### src/sv/wrgs_pkg.sv
// shared types and constants for the windowed rms gate segmenter
`default_nettype none

package wrgs_pkg;

	localparam int SAMPLE_BITS_DEF = 16;
	localparam int CHANNELS_DEF    = 2;

	localparam int WLEN_W     = 16;
	localparam int LEVEL_W    = 31;
	localparam int HOLD_W     = 16;
	localparam int CNT_W      = 32;
	localparam int E_W        = 63;
	localparam int THR_W      = 48;
	localparam int PROD_W     = 64;
	localparam int CFG_IDX_W  = 3;
	localparam int CFG_DATA_W = 32;

	// configuration register indexes
	localparam logic [CFG_IDX_W-1:0] CFG_WINDOW_LEN      = CFG_IDX_W'(0);
	localparam logic [CFG_IDX_W-1:0] CFG_THRESHOLD_LEVEL = CFG_IDX_W'(1);
	localparam logic [CFG_IDX_W-1:0] CFG_HOLD_WINDOWS    = CFG_IDX_W'(2);
	localparam logic [CFG_IDX_W-1:0] CFG_MIN_DEAD_FRAMES = CFG_IDX_W'(3);
	localparam logic [CFG_IDX_W-1:0] CFG_SILENCE_LEVEL   = CFG_IDX_W'(4);

	localparam logic [WLEN_W-1:0]  WINDOW_LEN_RST      = WLEN_W'(480);
	localparam logic [LEVEL_W-1:0] THRESHOLD_LEVEL_RST = LEVEL_W'(107374);
	localparam logic [HOLD_W-1:0]  HOLD_WINDOWS_RST    = '0;
	localparam logic [CNT_W-1:0]   MIN_DEAD_FRAMES_RST = '0;
	localparam logic [LEVEL_W-1:0] SILENCE_LEVEL_RST   = LEVEL_W'(1);

	localparam logic [CNT_W-1:0] MIN_BUFFER_FRAMES = CNT_W'(128);
	localparam logic [E_W-1:0]   E_MAX             = '1;

	localparam int OUTQ_DEPTH = 4;
	localparam int OUTQ_PTR_W = $clog2(OUTQ_DEPTH);
	localparam int OUTQ_CNT_W = $clog2(OUTQ_DEPTH + 1);

	typedef struct packed {
		logic             region_valid;
		logic             is_live;
		logic [CNT_W-1:0] start_window;
		logic [CNT_W-1:0] end_window;
		logic [E_W-1:0]   energy_sum;
		logic [CNT_W-1:0] frame_count;
		logic             is_silence;
		logic             scan_done;
	} result_t;

	typedef struct packed {
		logic    vld;
		result_t res;
	} slot_t;

	typedef struct packed {
		logic                  space2;
		logic [OUTQ_CNT_W-1:0] count;
	} outq_stat_t;

endpackage

`default_nettype wire

### src/sv/wrgs_outq.sv
// result queue, up to two writes and one read per cycle
`default_nettype none

module wrgs_outq import wrgs_pkg::*; (
	input  logic       clk,
	input  logic       arst_n,
	input  logic       advance,
	input  slot_t      slot0,
	input  slot_t      slot1,
	input  logic       out_stall,
	output logic       out_valid,
	output result_t    head,
	output outq_stat_t stat
);

	result_t               mem [OUTQ_DEPTH];
	logic [OUTQ_PTR_W-1:0] wp_q, rp_q, wp_1;
	logic [OUTQ_CNT_W-1:0] cnt_q;
	logic                  push0, push1, pop;
	logic [1:0]            npush;

	assign push0 = advance && slot0.vld;
	assign push1 = advance && slot1.vld;
	assign npush = {push0 && push1, push0 ^ push1};
	assign wp_1  = wp_q + OUTQ_PTR_W'(1);

	assign out_valid   = cnt_q != '0;
	assign pop         = out_valid && !out_stall;
	assign head        = mem[rp_q];
	assign stat.count  = cnt_q;
	assign stat.space2 = cnt_q <= OUTQ_CNT_W'(OUTQ_DEPTH - 2);

	always_ff @(posedge clk) begin
		if (push0) begin
			mem[wp_q] <= slot0.res;
		end
		if (push1) begin
			mem[push0 ? wp_1 : wp_q] <= slot1.res;
		end
	end

	always_ff @(posedge clk or negedge arst_n) begin
		if (!arst_n) begin
			wp_q  <= '0;
			rp_q  <= '0;
			cnt_q <= '0;
		end else begin
			wp_q  <= wp_q + OUTQ_PTR_W'(npush);
			rp_q  <= rp_q + OUTQ_PTR_W'(pop);
			cnt_q <= cnt_q + OUTQ_CNT_W'(npush) - OUTQ_CNT_W'(pop);
		end
	end

endmodule

`default_nettype wire

### config.mk
export PLATFORM = sky130hd
export DESIGN_NAME = wrgs_outq
export DESIGN_NICKNAME = d
export VERILOG_FILES = /design/src/sv/wrgs_pkg.sv /design/src/sv/wrgs_outq.sv
export SDC_FILE = /design/constraint.sdc
export NUM_CORES = 1
export LEC_CHECK = 0
export BUFFER_PORTS_ARGS = -buffer_cell sky130_fd_sc_hd__buf_2
export CORE_MARGIN = 3
export CORE_UTILIZATION = 57
export CTS_CLUSTER_SIZE = 8
export DETAILED_ROUTE_END_ITERATION = 6
export HOLD_SLACK_MARGIN = 0.08
export MAX_ROUTING_LAYER = met4
export PLACE_DENSITY_LB_ADDON = 0.25
export SYNTH_ARGS = -nofsm -noshare
export SYNTH_HDL_FRONTEND = slang
export SYNTH_SLANG_ARGS = --single-unit
### constraint.sdc
create_clock -name clk -period 7.07 [get_ports clk]
set_clock_uncertainty 0.2 [all_clocks]
set_input_delay 1.0605 -clock clk [delete_from_list [all_inputs] [get_ports clk]]
set_output_delay 1.0605 -clock clk [all_outputs]
set_load 0.02 [all_outputs]
==> qor.csv <==
metric,value,unit
drt wl/cell,26.3,um
RSZ-0062 raised after global routing,false,
clock slew at the register clock pins of the worst setup and hold paths,50,ps
Final WS setup,2600,ps
final wirelength,77500,um
ANT nets after route,0,
post-CTS sizing,0,
CTS tree,built,
YS warnings,0,
placed inst area,34900,um^2
Ports,500,
synth top area cells,"edfxtp_1 (61%), mux2_2 (22%), mux4_2 (11%), buf_6 (1.9%), mux2_1 (0.70%)",
"flops & latches, synth",659,
CTS HTree Levels,3,
number of distinct library cells after synthesis,31,
initial antenna violation count,45,
CTS Sinks,659,
pin count of the biggest net entering global routing,150,
setup TNS,0,ps
worst vdd ir,427,uV
post-synthesis cell count,1633,
via/cell ratio,6.01,
design area,37500,um^2
critical path arrival,3210,ps
fmax,224,MHz
syn nets,1973,
area of the core,55300,um^2
run status,"finished, final reports clean",
GPL Wtd Cong,0.867,
ordered list of cells on the worst path,buf_12 -> mux4_2 -> buf_2,
Crit Path Category,reg -> out,
Relative slew margins,18.2,%
Worst setup EP type,primary output,
Site Rows,86,
root buffer cell,clkbuf_16,
max incr delay on CP,990,ps
Mapped Area,32000,um^2
layout cell share with drive strength beyond 1,66.1,%
"Slew Viols, Final",0,
DRC Markers,0,
worst min-delay path class,reg -> reg,
vias in the first global route,18842,
GR Util All Layers,26.9,%
DR pass1 iterations,5,
leading area contributor after synthesis,edfxtp_1,
crit share post-route,63.2,%
starting density of the core,57.9,%
PortBufs,499,
type of origin of the critical path,register,
leakage,13.3,nW
PD cells,390,nW/um^2
R2R setup slack,2860,ps
maximum root-to-sink buffer count,3,
fin nets,2473,
Period minus WS final,4470,ps
sequential share of the synthesized area,61.6,%
CP max-delay cell,dfrtp_4,
chip width,243,um
Critical Path Fanout Max,83,
WP data required,5810,ps
max_cap viols,0,
Yosys top cell area share,61.1,%
final-report hold violation count,0,
pre-CTS setup slack,2530,ps
endpoints failing setup,0,
TritonCTS buffer count,92,
Mean Syn Cell Area,19.6,um^2
first-pass GRT wire length,116000,um
Initial DRC Count,1128,
vias,17718,
clk_lat worst skew,620,ps
DIE HEIGHT,243,um
DP Wirelength,45100,um
area delta synth->final,17.1,%
Slew @ Worst Pin,1230,ps
DIE AREA,59100,um^2
GR Overflow Total,0,
[repair_timing]
item,in CTS,in global routing
endpoints found under the hold margin,7,0
hold buffers,1,0
buffers inserted,0,0
[cell families (layout without fill, tap and decap cells)]
| logic type | Yosys count | in the layout | synth area share, % |
|---|---|---|---|
| multiplexers | 815 | 815 | 34.4 |
| flip-flops | 659 | 659 | 61.6 |
| buffers and inverters | 116 | 633 | 2.94 |
| AND/OR/NAND/NOR | 21 | 21 | 0.379 |
| adder cells (fa/ha/maj) | 8 | 8 | 0.336 |
| AO/OA/AOI/OAI | 7 | 7 | 0.148 |
| XOR/XNOR | 7 | 7 | 0.191 |
| other | 0 | 52 | 0 |
[worst paths after layout]
check,start,endpoint,depth (start not counted)
setup / recovery,rp_q[0]$_DFF_PN0_,head[67],3
hold / removal,cnt_q[2]$_DFF_PN0_,cnt_q[2]$_DFF_PN0_,1
setup reg to reg,wp_q[0]$_DFF_PN0_,mem[2][75]$_DFFE_PP_,6
hold reg to reg,cnt_q[2]$_DFF_PN0_,cnt_q[2]$_DFF_PN0_,1
max in group asynchronous,arst_n,rp_q[1]$_DFF_PN0_,2
min in group asynchronous,arst_n,cnt_q[2]$_DFF_PN0_,2
[registers in the layout, indices dropped and copies added (netlist names)]
| register | cells |
|---|---|
| cnt_q | 3 |
| mem | 652 |
| rp_q | 2 |
| wp_q | 2 |
[worst max-delay path: cells and delay by family (launching register included)]
kind,cells,cell delay (ps)
flip-flops,1,990
buffers and inverters,2,720
multiplexers,1,640
[synth_stat cells, drive strengths merged]
master / count
inv: 5
and3b: 1
xnor2: 4
a31o: 1
and3: 1
o21ai: 3
nor3: 1
nand2: 5
o211ai: 1
mux4: 163
buf: 102
nor3b: 3
a21oi: 1
fa: 1
and2: 2
ha: 7
nor2b: 1
or3: 1
a21boi: 1
dfrtp: 7
nand3b: 2
nand3: 4
xor2: 3
mux2: 652
clkbuf: 9
edfxtp: 652
[layer usage]
layer | GRT usage [%] | up-vias | wire, um
met2 | 43.5 | 591 | 39900
met3 | 6.67 | 105 | 5630
met5 | - | - | 0
li1 | - | 7807 | -
met4 | 8.95 | 0 | 1870
met1 | 33.5 | 9215 | 30100
[area by class of cell]
cell class | count | area [um^2]
clock buffers | 104 | 2370
clock inverters | 7 | 131
flip-flops and latches | 659 | 19800
well taps | 748 | 936
repair buffers | 517 | 2760
inverters | 5 | 18.8
diodes | 52 | 130
multi-input cells | 858 | 11400
fillers | 3742 | 17800
[placed cells by master (no fill, tap or decap), drive strengths merged, types with 2 or more instances in the layout]
| cell type | n |
|---|---|
| edfxtp | 652 |
| xor2 | 3 |
| nor3b | 3 |
| buf | 516 |
| clkbuf | 104 |
| o21ai | 3 |
| nand3b | 2 |
| mux4 | 163 |
| inv | 9 |
| and2 | 2 |
| ha | 7 |
| nand2 | 5 |
| xnor2 | 4 |
| diode | 52 |
| clkinv | 2 |
| mux2 | 652 |
| dfrtp | 7 |
| nand3 | 4 |
[per-stage QoR]
step                      hold slack, ps  total power, W  util [%]  cells
final                                332          0.0146      67.9   2950
after global routing                 375          0.0152      67.8   2942
after CTS                            338          0.0147      67.6   2898
after detailed placement             329          0.0108      63.1   2786
after global placement               325          0.0107      63.1   2786
after floorplan                      273         0.00926         -   1633
[report_power, final]
group	internal, W	switching, W	total, W
clock	0.00238	0.00156	0.00394
combinational	0.00213	0.00295	0.00508
sequential	0.00531	0.000297	0.00560
Note: power is estimated with default switching activity, not from simulation.
