### config.mk
export PLATFORM = sky130hd
export DESIGN_NAME = wrgs_silence
export DESIGN_NICKNAME = d
export VERILOG_FILES = /design/src/sv/wrgs_pkg.sv /design/src/sv/wrgs_silence.sv
export SDC_FILE = /design/constraint.sdc
export NUM_CORES = 2
export LEC_CHECK = 0
export BUFFER_PORTS_ARGS = -buffer_cell sky130_fd_sc_hd__buf_2
export CAP_MARGIN = 20
export CORE_MARGIN = 2
export CORE_UTILIZATION = 25
export CTS_BUF_LIST = sky130_fd_sc_hd__clkbuf_16
export DETAILED_ROUTE_END_ITERATION = 8
export GPL_TIMING_DRIVEN = 0
export PLACE_DENSITY_LB_ADDON = 0.12
export SLEW_MARGIN = 20
export SYNTH_ARGS = -nofsm -noshare
export SYNTH_HDL_FRONTEND = slang
export SYNTH_SLANG_ARGS = --single-unit
### constraint.sdc
create_clock -name clk -period 3.3 [get_ports clk]
set_input_delay 0.33 -clock clk [delete_from_list [all_inputs] [get_ports clk]]
set_output_delay 0.33 -clock clk [all_outputs]
set_load 0.1 [all_outputs]
### src/sv/wrgs_pkg.sv
// shared types and constants for the windowed rms gate segmenter
`default_nettype none

package wrgs_pkg;

	localparam int SAMPLE_BITS_DEF = 16;
	localparam int CHANNELS_DEF    = 2;

	localparam int WLEN_W     = 16;
	localparam int LEVEL_W    = 31;
	localparam int HOLD_W     = 16;
	localparam int CNT_W      = 32;
	localparam int E_W        = 63;
	localparam int THR_W      = 48;
	localparam int PROD_W     = 64;
	localparam int CFG_IDX_W  = 3;
	localparam int CFG_DATA_W = 32;

	// configuration register indexes
	localparam logic [CFG_IDX_W-1:0] CFG_WINDOW_LEN      = CFG_IDX_W'(0);
	localparam logic [CFG_IDX_W-1:0] CFG_THRESHOLD_LEVEL = CFG_IDX_W'(1);
	localparam logic [CFG_IDX_W-1:0] CFG_HOLD_WINDOWS    = CFG_IDX_W'(2);
	localparam logic [CFG_IDX_W-1:0] CFG_MIN_DEAD_FRAMES = CFG_IDX_W'(3);
	localparam logic [CFG_IDX_W-1:0] CFG_SILENCE_LEVEL   = CFG_IDX_W'(4);

	localparam logic [WLEN_W-1:0]  WINDOW_LEN_RST      = WLEN_W'(480);
	localparam logic [LEVEL_W-1:0] THRESHOLD_LEVEL_RST = LEVEL_W'(107374);
	localparam logic [HOLD_W-1:0]  HOLD_WINDOWS_RST    = '0;
	localparam logic [CNT_W-1:0]   MIN_DEAD_FRAMES_RST = '0;
	localparam logic [LEVEL_W-1:0] SILENCE_LEVEL_RST   = LEVEL_W'(1);

	localparam logic [CNT_W-1:0] MIN_BUFFER_FRAMES = CNT_W'(128);
	localparam logic [E_W-1:0]   E_MAX             = '1;

	localparam int OUTQ_DEPTH = 4;
	localparam int OUTQ_PTR_W = $clog2(OUTQ_DEPTH);
	localparam int OUTQ_CNT_W = $clog2(OUTQ_DEPTH + 1);

	typedef struct packed {
		logic             region_valid;
		logic             is_live;
		logic [CNT_W-1:0] start_window;
		logic [CNT_W-1:0] end_window;
		logic [E_W-1:0]   energy_sum;
		logic [CNT_W-1:0] frame_count;
		logic             is_silence;
		logic             scan_done;
	} result_t;

	typedef struct packed {
		logic    vld;
		result_t res;
	} slot_t;

	typedef struct packed {
		logic                  space2;
		logic [OUTQ_CNT_W-1:0] count;
	} outq_stat_t;

endpackage

`default_nettype wire

### src/sv/wrgs_silence.sv
// silence test for dead regions: level times frames product, then compare
`default_nettype none

module wrgs_silence import wrgs_pkg::*; #(
	parameter int CHANNELS = CHANNELS_DEF
) (
	input  logic               clk,
	input  logic               arst_n,
	input  logic               advance,
	input  logic [LEVEL_W-1:0] silence_level,
	input  slot_t              slot0_s2,
	input  slot_t              slot1_s2,
	output slot_t              slot0_o,
	output slot_t              slot1_o
);

	slot_t             slot0_s3, slot1_s3;
	logic [PROD_W-1:0] prod_s3;
	logic              dead0;
	logic [CNT_W-1:0]  dead_frames;
	logic [E_W-1:0]    mult;

	// the two results of one frame differ in gate state, so one product serves
	assign dead0       = slot0_s2.vld && !slot0_s2.res.is_live;
	assign dead_frames = dead0 ? slot0_s2.res.frame_count : slot1_s2.res.frame_count;
	assign mult        = E_W'(silence_level) * E_W'(dead_frames);

	always_ff @(posedge clk or negedge arst_n) begin
		if (!arst_n) begin
			slot0_s3 <= '0;
			slot1_s3 <= '0;
		end else if (advance) begin
			slot0_s3 <= slot0_s2;
			slot1_s3 <= slot1_s2;
		end
	end

	always_ff @(posedge clk) begin
		if (advance) begin
			prod_s3 <= PROD_W'(mult) << (CHANNELS - 1);
		end
	end

	always_comb begin
		slot0_o                = slot0_s3;
		slot1_o                = slot1_s3;
		slot0_o.res.is_silence = slot0_s3.res.region_valid && !slot0_s3.res.is_live &&
			(PROD_W'(slot0_s3.res.energy_sum) < prod_s3);
		slot1_o.res.is_silence = slot1_s3.res.region_valid && !slot1_s3.res.is_live &&
			(PROD_W'(slot1_s3.res.energy_sum) < prod_s3);
	end

endmodule

`default_nettype wire

==> impl_metrics.json <==
{
  "path_clk_slew_ps": 70,
  "synth_fa_ha_area_share_pct": 44.8,
  "cp_data_required_time_ps": 3650,
  "place_area_um2": 56800,
  "wl_per_cell_um": 27.6,
  "ys_warn_count": 0,
  "async_flop_share_pct": 83.8,
  "fin_nets": 7528,
  "cap_viol_max_count": 0,
  "hold_class": "in -> reg",
  "cp-end-kind": "flop",
  "synth-xor-area-share_pct": 1.05,
  "grt_remaining_overflow": 0,
  "grt_max_degree": 89,
  "hold_viol": 0,
  "yosysTopAreaCell": "fa_1",
  "routed-via-count": 39000,
  "timing.fmax_mhz": 125,
  "core_um2": 195000,
  "status": "complete, but fails checks",
  "crit_buf_inv": 5,
  "rsz0062_at_grt": "true",
  "synth_top_family_by_area": "adder cells",
  "cts_buffers": 41,
  "ios": 690,
  "htreeDepth": 2,
  "cts.sinks": 389,
  "worstSetupStartpointType": "input port",
  "fin_crit_sh_pct": 243,
  "synth_simple_gate_area_share_pct": 12.9,
  "slowest_stage": "clkbuf_1",
  "routabilityCongestion": 0.929,
  "synth-edff-count": 63,
  "worst_path_most_repeated_cell": "fa_1",
  "drive_gt1_share_pct": 30.9,
  "grt_pass1_vias": 41500,
  "syn_area_um2": 49300,
  "violations": "setup timing",
  "first_pass_iters": 7,
  "period_minus_slack_ps": 8010,
  "ys.flop_type": "dfrtp_1",
  "fp.dieArea_um2": 201000,
  "avgSynthCellArea_um2": 10.4,
  "port_buffers": 687,
  "arrival_ps": 8360,
  "slew_viol_final": 0,
  "synth-seq-cells": 389,
  "start_util_pct": 25.2,
  "grt_pass1_wl_um": 324000,
  "syn-num-nets": 6331,
  "cts_tree": "done",
  "finalHoldWorstSlack_ps": 34.1,
  "seqCellArea_um2": 10100,
  "fin_skew_ps": 0,
  "synth_area_leaders": "fa_1, dfrtp_1, ha_1, mux2_2, and2_1",
  "root_buffer": "clkbuf_16",
  "viasPerCell": 4.53,
  "finalWirelength_um": 237000,
  "path_max_fanout": 10,
  "finalInstanceArea_um2": 65600,
  "drc": 0,
  "insertion_delay_ps": 600,
  "synth_compound_area_share_pct": 4.28,
  "setup_ws_ps": -4710,
  "crit_chain": "buf_2 > clkbuf_1 > and2_4 > fa_1 > fa_1 > inv_2 > fa_1 > fa_1 > inv_2 > fa_1 > fa_1 > fa_1 > fa_1 > ha_1 > buf_6 > a21oi_2 > o21ai_2 > nor2b_4 > a2111oi_4 > a21oi_2 > o2111ai_2 > nand2_2 > a311oi_2 > xnor2_1",
  "rows": 162,
  "maxSlewHeadroom_pct": 17.4,
  "setup_viol_count_final": 60,
  "path_delay_family": "adder cells",
  "synth_seq_area_share_pct": 20.4,
  "track_usage_pct": 23.1,
  "antenna_found_initial": 34,
  "crit_type": "in -> reg",
  "max_stage_delay_ps": 960,
  "ant_nets": 0,
  "synthMuxAreaShare_pct": 8.18,
  "synth_top_cells_by_count": "fa_1, inv_1, nand2_1",
  "synthCells": 4725,
  "worst_slew_pin_slew_ps": 1240,
  "area_growth_pct": 33.2,
  "multi_input_area_um2": 37500,
  "fill_cells": 20300,
  "yosysMostFrequentCell": "fa_1",
  "synth.distinct_cells": 71,
  "die_w_um": 448,
  "fin_cells": 8597,
  "clk_path_buf_depth": 3,
  "synth_top_area_share_pct": 35.2,
  "dp_cells": 8042,
  "dieHeight_um": 448,
  "dp.final_hpwl_um": 195000,
  "drt-initial-drc-count": 2357
}
routing by layer:
metal / GRT usage (%) / part of all wire, %
met4: 6.05 / 3.2
met3: 3.68 / 6.6
met1: 30.6 / 43
met5: 0 / 0.035
met2: 39.0 / 48
worst paths after layout:
check	startpoint	to	slack (ps)	cells after the start
hold reg to reg	slot0_o[133]$_DFFE_PN0P_	slot0_o[133]$_DFFE_PN0P_	500	1
max in group asynchronous	arst_n	slot1_o[150]$_DFFE_PN0P_	1050	5
setup / recovery	silence_level[15]	prod_s3[55]$_DFFE_PP_	-4710	24
min in group asynchronous	arst_n	slot0_o[12]$_DFFE_PN0P_	310	2
setup reg to reg	slot0_o[79]$_DFFE_PN0P_	slot0_o[79]$_DFFE_PN0P_	2340	2
hold / removal	slot1_s2[135]	slot1_o[135]$_DFFE_PN0P_	30	2
worst register-to-register path, delay by kind of cell (launching register included):
family                 cells  cell delay [ps]
buffers and inverters      1              170
muxes                      1              250
DFF                        1              440
metrics by stage:
step                      utilization, %  setup TNS, ps  setup WS (ps)
after floorplan                        -        -206160          -4290
after global placement              29.0       -2237520          -7050
after detailed placement            29.1        -334890          -6980
after CTS                           32.4        -228790          -4720
after global routing                33.6        -234650          -4810
final                               33.6        -228410          -4710
area by class of cell:
class	instances	share of cell area, %
Inverter	860	4.92
Clock inverter	34	0.345
Clock buffer	42	1.60
Multi-Input combinational cell	3231	57.1
Tap cell	2624	5.00
Timing Repair Buffer	1163	12.6
Sequential cell	389	15.3
Buffer	236	3.10
Antenna cell	18	0.0686
cells by family after synthesis:
kind of cell               count (synthesis)
AOI/OAI and AO/OA                        325
muxes                                    358
buffers and inverters                   1105
and+or+nand+nor                         1245
adders and majority gates               1244
DFF                                      389
xor gates and xnor gates                  59
registers in the layout (all words and copies together) (netlist names):
| name | count |
|---|---|
| slot0_o | 163 |
| slot1_o | 163 |
| prod_s3 | 63 |
what timing repair did:
item                                    4_1_cts  5_1_grt
setup buffers                                73      117
gates cloned                                  4        6
hold buffers                                280        0
hold endpoints to repair                    359        0
resized for setup                           435      376
pin swaps                                    96      205
endpoints found under the setup margin       62       61
cell usage in the layout (no fill, tap or decap), types with 31 or more instances in the layout:
master	netlist	layout
inv_1	860	838
fa_1	866	784
buf_2	2	684
nand2_1	531	513
and2_1	528	508
mux2_2	358	330
dfrtp_1	326	313
ha_1	378	309
dlygate4sd3_1	0	280
buf_4	0	144
clkbuf_1	232	109
fa_2	0	82
a21o_1	73	71
ha_4	0	65
a21oi_1	104	63
edfxtp_1	63	63
clkbuf_16	0	62
buf_6	0	53
a21oi_2	7	37
nor2_1	49	36
inv_2	0	31
Power is left out: the tool's default activity adds up to more than one toggle a clock period on the data nets, which glitch-free logic cannot reach.
