===== src/sv/wrgs_pkg.sv =====
// shared types and constants for the windowed rms gate segmenter
`default_nettype none

package wrgs_pkg;

	localparam int SAMPLE_BITS_DEF = 16;
	localparam int CHANNELS_DEF    = 2;

	localparam int WLEN_W     = 16;
	localparam int LEVEL_W    = 31;
	localparam int HOLD_W     = 16;
	localparam int CNT_W      = 32;
	localparam int E_W        = 63;
	localparam int THR_W      = 48;
	localparam int PROD_W     = 64;
	localparam int CFG_IDX_W  = 3;
	localparam int CFG_DATA_W = 32;

	// configuration register indexes
	localparam logic [CFG_IDX_W-1:0] CFG_WINDOW_LEN      = CFG_IDX_W'(0);
	localparam logic [CFG_IDX_W-1:0] CFG_THRESHOLD_LEVEL = CFG_IDX_W'(1);
	localparam logic [CFG_IDX_W-1:0] CFG_HOLD_WINDOWS    = CFG_IDX_W'(2);
	localparam logic [CFG_IDX_W-1:0] CFG_MIN_DEAD_FRAMES = CFG_IDX_W'(3);
	localparam logic [CFG_IDX_W-1:0] CFG_SILENCE_LEVEL   = CFG_IDX_W'(4);

	localparam logic [WLEN_W-1:0]  WINDOW_LEN_RST      = WLEN_W'(480);
	localparam logic [LEVEL_W-1:0] THRESHOLD_LEVEL_RST = LEVEL_W'(107374);
	localparam logic [HOLD_W-1:0]  HOLD_WINDOWS_RST    = '0;
	localparam logic [CNT_W-1:0]   MIN_DEAD_FRAMES_RST = '0;
	localparam logic [LEVEL_W-1:0] SILENCE_LEVEL_RST   = LEVEL_W'(1);

	localparam logic [CNT_W-1:0] MIN_BUFFER_FRAMES = CNT_W'(128);
	localparam logic [E_W-1:0]   E_MAX             = '1;

	localparam int OUTQ_DEPTH = 4;
	localparam int OUTQ_PTR_W = $clog2(OUTQ_DEPTH);
	localparam int OUTQ_CNT_W = $clog2(OUTQ_DEPTH + 1);

	typedef struct packed {
		logic             region_valid;
		logic             is_live;
		logic [CNT_W-1:0] start_window;
		logic [CNT_W-1:0] end_window;
		logic [E_W-1:0]   energy_sum;
		logic [CNT_W-1:0] frame_count;
		logic             is_silence;
		logic             scan_done;
	} result_t;

	typedef struct packed {
		logic    vld;
		result_t res;
	} slot_t;

	typedef struct packed {
		logic                  space2;
		logic [OUTQ_CNT_W-1:0] count;
	} outq_stat_t;

endpackage

`default_nettype wire


===== src/sv/wrgs_front.sv =====
// input register stage: sample magnitudes squared and summed over channels
`default_nettype none

module wrgs_front import wrgs_pkg::*; #(
	parameter int SAMPLE_BITS = SAMPLE_BITS_DEF,
	parameter int CHANNELS    = CHANNELS_DEF
) (
	input  logic                          clk,
	input  logic                          arst_n,
	input  logic                          advance,
	input  logic                          in_valid,
	input  logic signed [SAMPLE_BITS-1:0] left_sample,
	input  logic signed [SAMPLE_BITS-1:0] right_sample,
	input  logic                          last_frame,
	output logic                          vld_s1,
	output logic [2*SAMPLE_BITS-1:0]      sq_s1,
	output logic                          last_s1
);

	localparam int SQ_W = 2 * SAMPLE_BITS;
	localparam logic USE_RIGHT = (CHANNELS > 1);

	logic [SAMPLE_BITS-1:0] mag_l;
	logic [SAMPLE_BITS-1:0] mag_r;
	logic [SQ_W-1:0]        sq_l;
	logic [SQ_W-1:0]        sq_r;
	logic [SQ_W-1:0]        sq_sum;

	// most negative code maps to its true magnitude as unsigned
	assign mag_l = left_sample[SAMPLE_BITS-1] ?
		SAMPLE_BITS'(~left_sample) + SAMPLE_BITS'(1) : SAMPLE_BITS'(left_sample);
	assign mag_r = right_sample[SAMPLE_BITS-1] ?
		SAMPLE_BITS'(~right_sample) + SAMPLE_BITS'(1) : SAMPLE_BITS'(right_sample);

	assign sq_l   = SQ_W'(mag_l) * SQ_W'(mag_l);
	assign sq_r   = SQ_W'(mag_r) * SQ_W'(mag_r);
	assign sq_sum = sq_l + (USE_RIGHT ? sq_r : '0);

	always_ff @(posedge clk or negedge arst_n) begin
		if (!arst_n) begin
			vld_s1 <= 1'b0;
		end else if (advance) begin
			vld_s1 <= in_valid;
		end
	end

	always_ff @(posedge clk) begin
		if (advance) begin
			sq_s1   <= sq_sum;
			last_s1 <= last_frame;
		end
	end

endmodule

`default_nettype wire


===== config.mk =====
export PLATFORM = sky130hd
export DESIGN_NAME = wrgs_front
export DESIGN_NICKNAME = d
export VERILOG_FILES = /design/src/sv/wrgs_pkg.sv /design/src/sv/wrgs_front.sv
export SDC_FILE = /design/constraint.sdc
export NUM_CORES = 1
export LEC_CHECK = 0
export BUFFER_PORTS_ARGS = -buffer_cell sky130_fd_sc_hd__buf_2
export CAP_MARGIN = 5
export CORE_MARGIN = 4
export CORE_UTILIZATION = 66
export CTS_CLUSTER_DIAMETER = 120
export DETAILED_ROUTE_END_ITERATION = 6
export PLACE_DENSITY = 0.85
export SLEW_MARGIN = 25
export SYNTH_ARGS = -nofsm -noshare
export SYNTH_HDL_FRONTEND = slang
export SYNTH_SLANG_ARGS = --single-unit

===== constraint.sdc =====
create_clock -name clk -period 1.5 [get_ports clk]
set_input_delay 0.225 -clock clk [delete_from_list [all_inputs] [get_ports clk]]
set_output_delay 0.225 -clock clk [all_outputs]
set_load 0.02 [all_outputs]

==> summary.md, run 1 <==
| Metric | Value |
|---|---|
| Status | aborted with a tool error |
| Stage reached | global routing |
| Run Error | [ERROR GRT-0232] Routing congestion too high. Check the congestion heatmap in the GUI. |
| Yosys reg bits | 34 |
| Mux cell area share after synthesis | 0.00274 |
| Worst Endpoint after GRT Repair | sq_s1[30]$_DFFE_PP_/D |
| Input/output buffers | 70 |
| # IOs | 71 |
| Avg Cell Area, Syn | approximately 9.6 sq um |
| Post-synthesis sequential area ratio | 0.0636 |
| Dpl hpwl | 40.2 mm |
| Largest family of logic cells by synthesized area | adder cells |
| Die Ht | 164 microns |
| Die X | between 150 and 200 microns |
| Clock Path Buffers | 2 |
| Synth Area in XOR/XNOR | 0.0410 |
| Starting Density | 0.677 |
| CTS Buf Count | 5 |
| Post-Synthesis Cells | between 1,500 and 2,000 |
| Netlist cell types | 63 |
| Worst endpoint type | register data pin |
| Number of synthesized flops with an enable pin | 33 |
| Remaining Overflow, GRT | 489 |
| Pin count of the biggest net entering global routing | 25 |
| Total GRT Usage | 0.809 |
| Synth area leader | fa_1 |
| CTS root buf | clkbuf_16 |
| Synth top area cells | fa_1, ha_1, inv_1 |
| Netlist Area Pre-Place | roughly 16,000 sq um |
| CTS H-Tree Depth | 2 |
| Yosys warning count | 0 |
| Yosys top cell area share | 0.481 |
| Post-synth ARST share | 0.0294 |
| Rows | between 50 and 60 |
| Synth Area in Compound Gates | 0.0480 |
| Area share of fa/ha/maj cells after synthesis | 0.629 |
| Top FF cell, synth | edfxtp_1 |
| Simple-gate portion of the synthesized area | 0.0854 |
| Clock sink total | 34 |
| GP Congestion | approximately 1.0 |
## Yosys cell counts (all sizes together) (2+ instances only)
cell and instances:
conb 2, clkinv 8, or4 4, fa 384, inv 512, a21o 16, o211ai 5, and3 2
buf 7, a21oi 30, a211o 3, o31ai 7, xor2 25, a211oi 6, nor3 11, o21ai 17
clkbuf 17, a21boi 2, o21bai 3, xnor2 46, and2 6, a31oi 2, o21a 5, mux2 3
edfxtp 33, or3 7, nand2b 5, ha 189, nand3 8, nor2 151, nand2 119, or2 5
o41ai 4
## stage by stage
stage	TNS (ps)	cells	setup slack (ps)	util	area (sq um)
2_1_floorplan	-153070	1679	-6520	-	16600
3_3_place_gp	-168950	2368	-6920	0.829	19600
3_5_place_dp	-174410	2368	-7220	0.829	19600
4_1_cts	-160350	2416	-6700	0.890	21000
## kinds of logic after synthesis
| family | Yosys count |
|---|---|
| other | 2 |
| buffers and inverters | 544 |
| AOI/OAI and AO/OA | 107 |
| xor gates and xnor gates | 71 |
| muxes | 4 |
| DFF | 34 |
| adders and majority gates | 573 |
| and+or+nand+nor | 322 |
## per-layer routing
layer,GRT usage,GRT overflow
met5,0.284,3
met4,0.894,153
met3,0.682,9
met2,0.983,318
met1,0.745,6
## repair_timing
action | in CTS
buffers inserted | 39
endpoints found under the hold margin | 1
pin swaps | 79
hold buffers | 1
setup endpoints to repair | 30
resized for setup | 189
==> run 2: changes to the inputs <==
--- a/config.mk
+++ b/config.mk
@@ -8,10 +8,9 @@
 export BUFFER_PORTS_ARGS = -buffer_cell sky130_fd_sc_hd__buf_2
 export CAP_MARGIN = 5
 export CORE_MARGIN = 4
-export CORE_UTILIZATION = 66
-export CTS_CLUSTER_DIAMETER = 120
+export CORE_UTILIZATION = 40
 export DETAILED_ROUTE_END_ITERATION = 6
-export PLACE_DENSITY = 0.85
+export PLACE_DENSITY_LB_ADDON = 0.15
 export SLEW_MARGIN = 25
 export SYNTH_ARGS = -nofsm -noshare
 export SYNTH_HDL_FRONTEND = slang
==> summary.md, run 2 <==
| Metric | Value |
|---|---|
| Clock sink total | 34 |
| Post-Synthesis Cells | ~1,700 |
| Max FFs per register | 32 |
| Post-route DRC violation count | 0 |
| DR pass1 iterations | 4 |
| Fraction of layout cells with a size suffix above 1 | 0.352 |
| Status | finished with violations |
| Via count | about 12,000 |
| Most flops, register | sq_s1 |
| Yosys reg bits | 34 |
| ANT nets after route | 0 |
| Remaining Overflow, GRT | 0 |
| Dpl hpwl | 36.8 mm |
| Worst setup slack after placement | -7020 ps |
| Most common cell after layout, fill and taps aside | inv_1 |
| Hold WC Path Type | input pin to flop |
| Slowest cell on the critical path | fa_2 |
| Antenna violations before repair | 0 |
| Wl on met1 | ~16 mm |
| Max Cap Violations | 0 |
| CP max stage delay | about 580 ps |
| Final Hold Viols | 0 |
| CTS H-Tree Depth | 2 |
| Vias in the first global route | ~14,000 |
| Failing checks | setup timing |
| WL/cell | 15.6 microns |
| Endpoint class of the critical path | flop |
| Die Ht | 208 microns |
| Crit-path max FO | 4 |
| Die ar. | ~43,000 sq um |
| CP required | roughly 1500 ps |
| Final Slew Violations | 0 |
| Clock slew at reported path FFs | about 50 ps |
| Worst r2r src | vld_s1$_DFFE_PN0P_ |
| Syn-to-layout area delta | 37.9% |
| Input/output buffers | 70 |
| Starting Density | 0.409 |
| Yosys top cell area share | 0.481 |
| First-pass GRT wire length | 69.2 mm |
| Post-synth ARST share | 0.0294 |
| Commonest cells after routing, fill and taps aside | inv_1, fa_1, buf_4, ha_1, nor2_1 |
| Max Used Layer | met4 |
| Via density | roughly 4.6 |
| Unrepaired setup endpoints after global routing | yes |
| Total GRT Usage | 0.198 |
| Yosys warning count | 0 |
| CTS Buf Count | 5 |
| TritonCTS clock tree | built |
| Filler cell count | about 3,500 |
| Most Frequent Cell on Critical Path | fa_1 |
| Min cycle time layout | roughly 8200 ps |
| GP Congestion | 0.927 |
| Clock Latency Late Sink | between 200 and 300 ps |
| Worst Hold Launch | last_frame |
| Skew final | 0 ps |
| Top FF cell, synth | edfxtp_1 |
| Pin count of the biggest net entering global routing | 24 |
| Clock Path Buffers | 2 |
| CTS root buf | clkbuf_16 |
| Netlist cell types | 63 |
| Setup violations, final | 30 |
| Core ar. | just under 40,000 sq um |
| Worst Setup SP | right_sample[3] |
| Number of synthesized flops with an enable pin | 33 |
| Fmax | 122 MHz |
| Iteration-0 DRC Markers | 488 |
| Die X | between 200 and 250 microns |
| CP startpoint kind | input pin |
| Synth top area cells | fa_1, ha_1, inv_1 |
| Post-synth top cells | inv_1, fa_1, ha_1 |
| Synth area leader | fa_1 |
| Nets | 2,741 |
| Most common cell in the synthesized netlist | inv_1 |
| Crit Path Category | input pin to flop |
| Netlist Area Pre-Place | around 16,000 sq um |
| Post-synthesis sequential area ratio | 0.0636 |
| Met3 WL | about 1.1 mm |
| Ant. Diodes | 0 |
| Avg Cell Area, Syn | 9.64 sq um |
| Worst Path Arrival | ~8000 ps |
| Rows | between 70 and 80 |
| Metal2 WL | about 23 mm |
| Total Wirelength | around 41 mm |
| # IOs | about 70 |
| Largest registers | sq_s1 (32), last_s1 (1), vld_s1 (1) |
| Setup ws final | -6690 ps |
| Period utilization | 5.46 |
run 2: cell counts after synthesis:
No cell type changed its count.
run 2: per-stage QoR:
stage | setup TNS (ps) | utilization | hold slack, ps | std cells | area (sq um)
2_1_floorplan | -153070 | - | -70.6 | 1679 | 16600
3_3_place_gp | -173460 | 0.511 | -1.05 | 2585 | 20000
3_5_place_dp | -174210 | 0.511 | -0.126 | 2585 | 20000
4_1_cts | -159220 | 0.544 | 119 | 2619 | 21300
5_1_grt | -166650 | 0.563 | 118 | 2650 | 22000
6_report | -160690 | 0.563 | 129 | 2650 | 22000
run 2: layer usage:
metal / global-route usage / vias up
li1: - / 5788
met1: 0.245 / 6277
met2: 0.378 / 169
met3: 0.0162 / 46
met4: 0.0399 / 0
met5: 0 / -
run 2: worst max-delay path, delay by kind of cell:
kind            cells  cell delay [ps]
compound gates      6             1390
xor+xnor            2              230
fa+ha+maj           9             4300
buf+inv             7              540
simple gates        5             1540
run 2: final cells by class:
type	count	area, sq um	share of cell area
Multi-Input combinational cell	1101	14500	0.658
Timing Repair Buffer	469	3690	0.167
Inverter	520	1980	0.0899
Sequential cell	34	1020	0.0461
Tap cell	518	648	0.0294
Clock buffer	5	125	0.00568
Clock inverter	3	68.8	0.00312
run 2: kinds of logic (layout without fill, tap and decap cells):
family	Yosys count	after routing	share of synthesized area
multiplexers	4	4	0.00274
AO/OA/AOI/OAI	107	107	0.0480
XOR/XNOR	71	71	0.0410
other	2	24	0.000470
buffers and inverters	544	997	0.130
adder cells (fa/ha/maj)	573	573	0.629
AND/OR/NAND/NOR	322	322	0.0854
flip-flops	34	34	0.0636
run 2: worst paths after layout:
path	end	cells past startpoint	slack [ps]
min in group asynchronous	vld_s1$_DFFE_PN0P_	2	250
max in group asynchronous	vld_s1$_DFFE_PN0P_	2	1170
hold / removal	last_s1$_DFFE_PP_	1	130
setup / recovery	sq_s1[30]$_DFFE_PP_	29	-6690
hold reg to reg	vld_s1$_DFFE_PN0P_	1	510
setup reg to reg	vld_s1$_DFFE_PN0P_	1	760
run 2: timing repair:
item / 4_1_cts / 5_1_grt
setup buffers: 32 / 37
hold buffers: 1 / 0
endpoints found under the hold margin: 1 / 0
resized for setup: 179 / 124
pin swaps: 84 / 102
endpoints found under the setup margin: 30 / 30
cloned: 0 / 0
Power of run 2 is left out: the tool's default activity adds up to more than one toggle a clock period on the data nets, which glitch-free logic cannot reach.
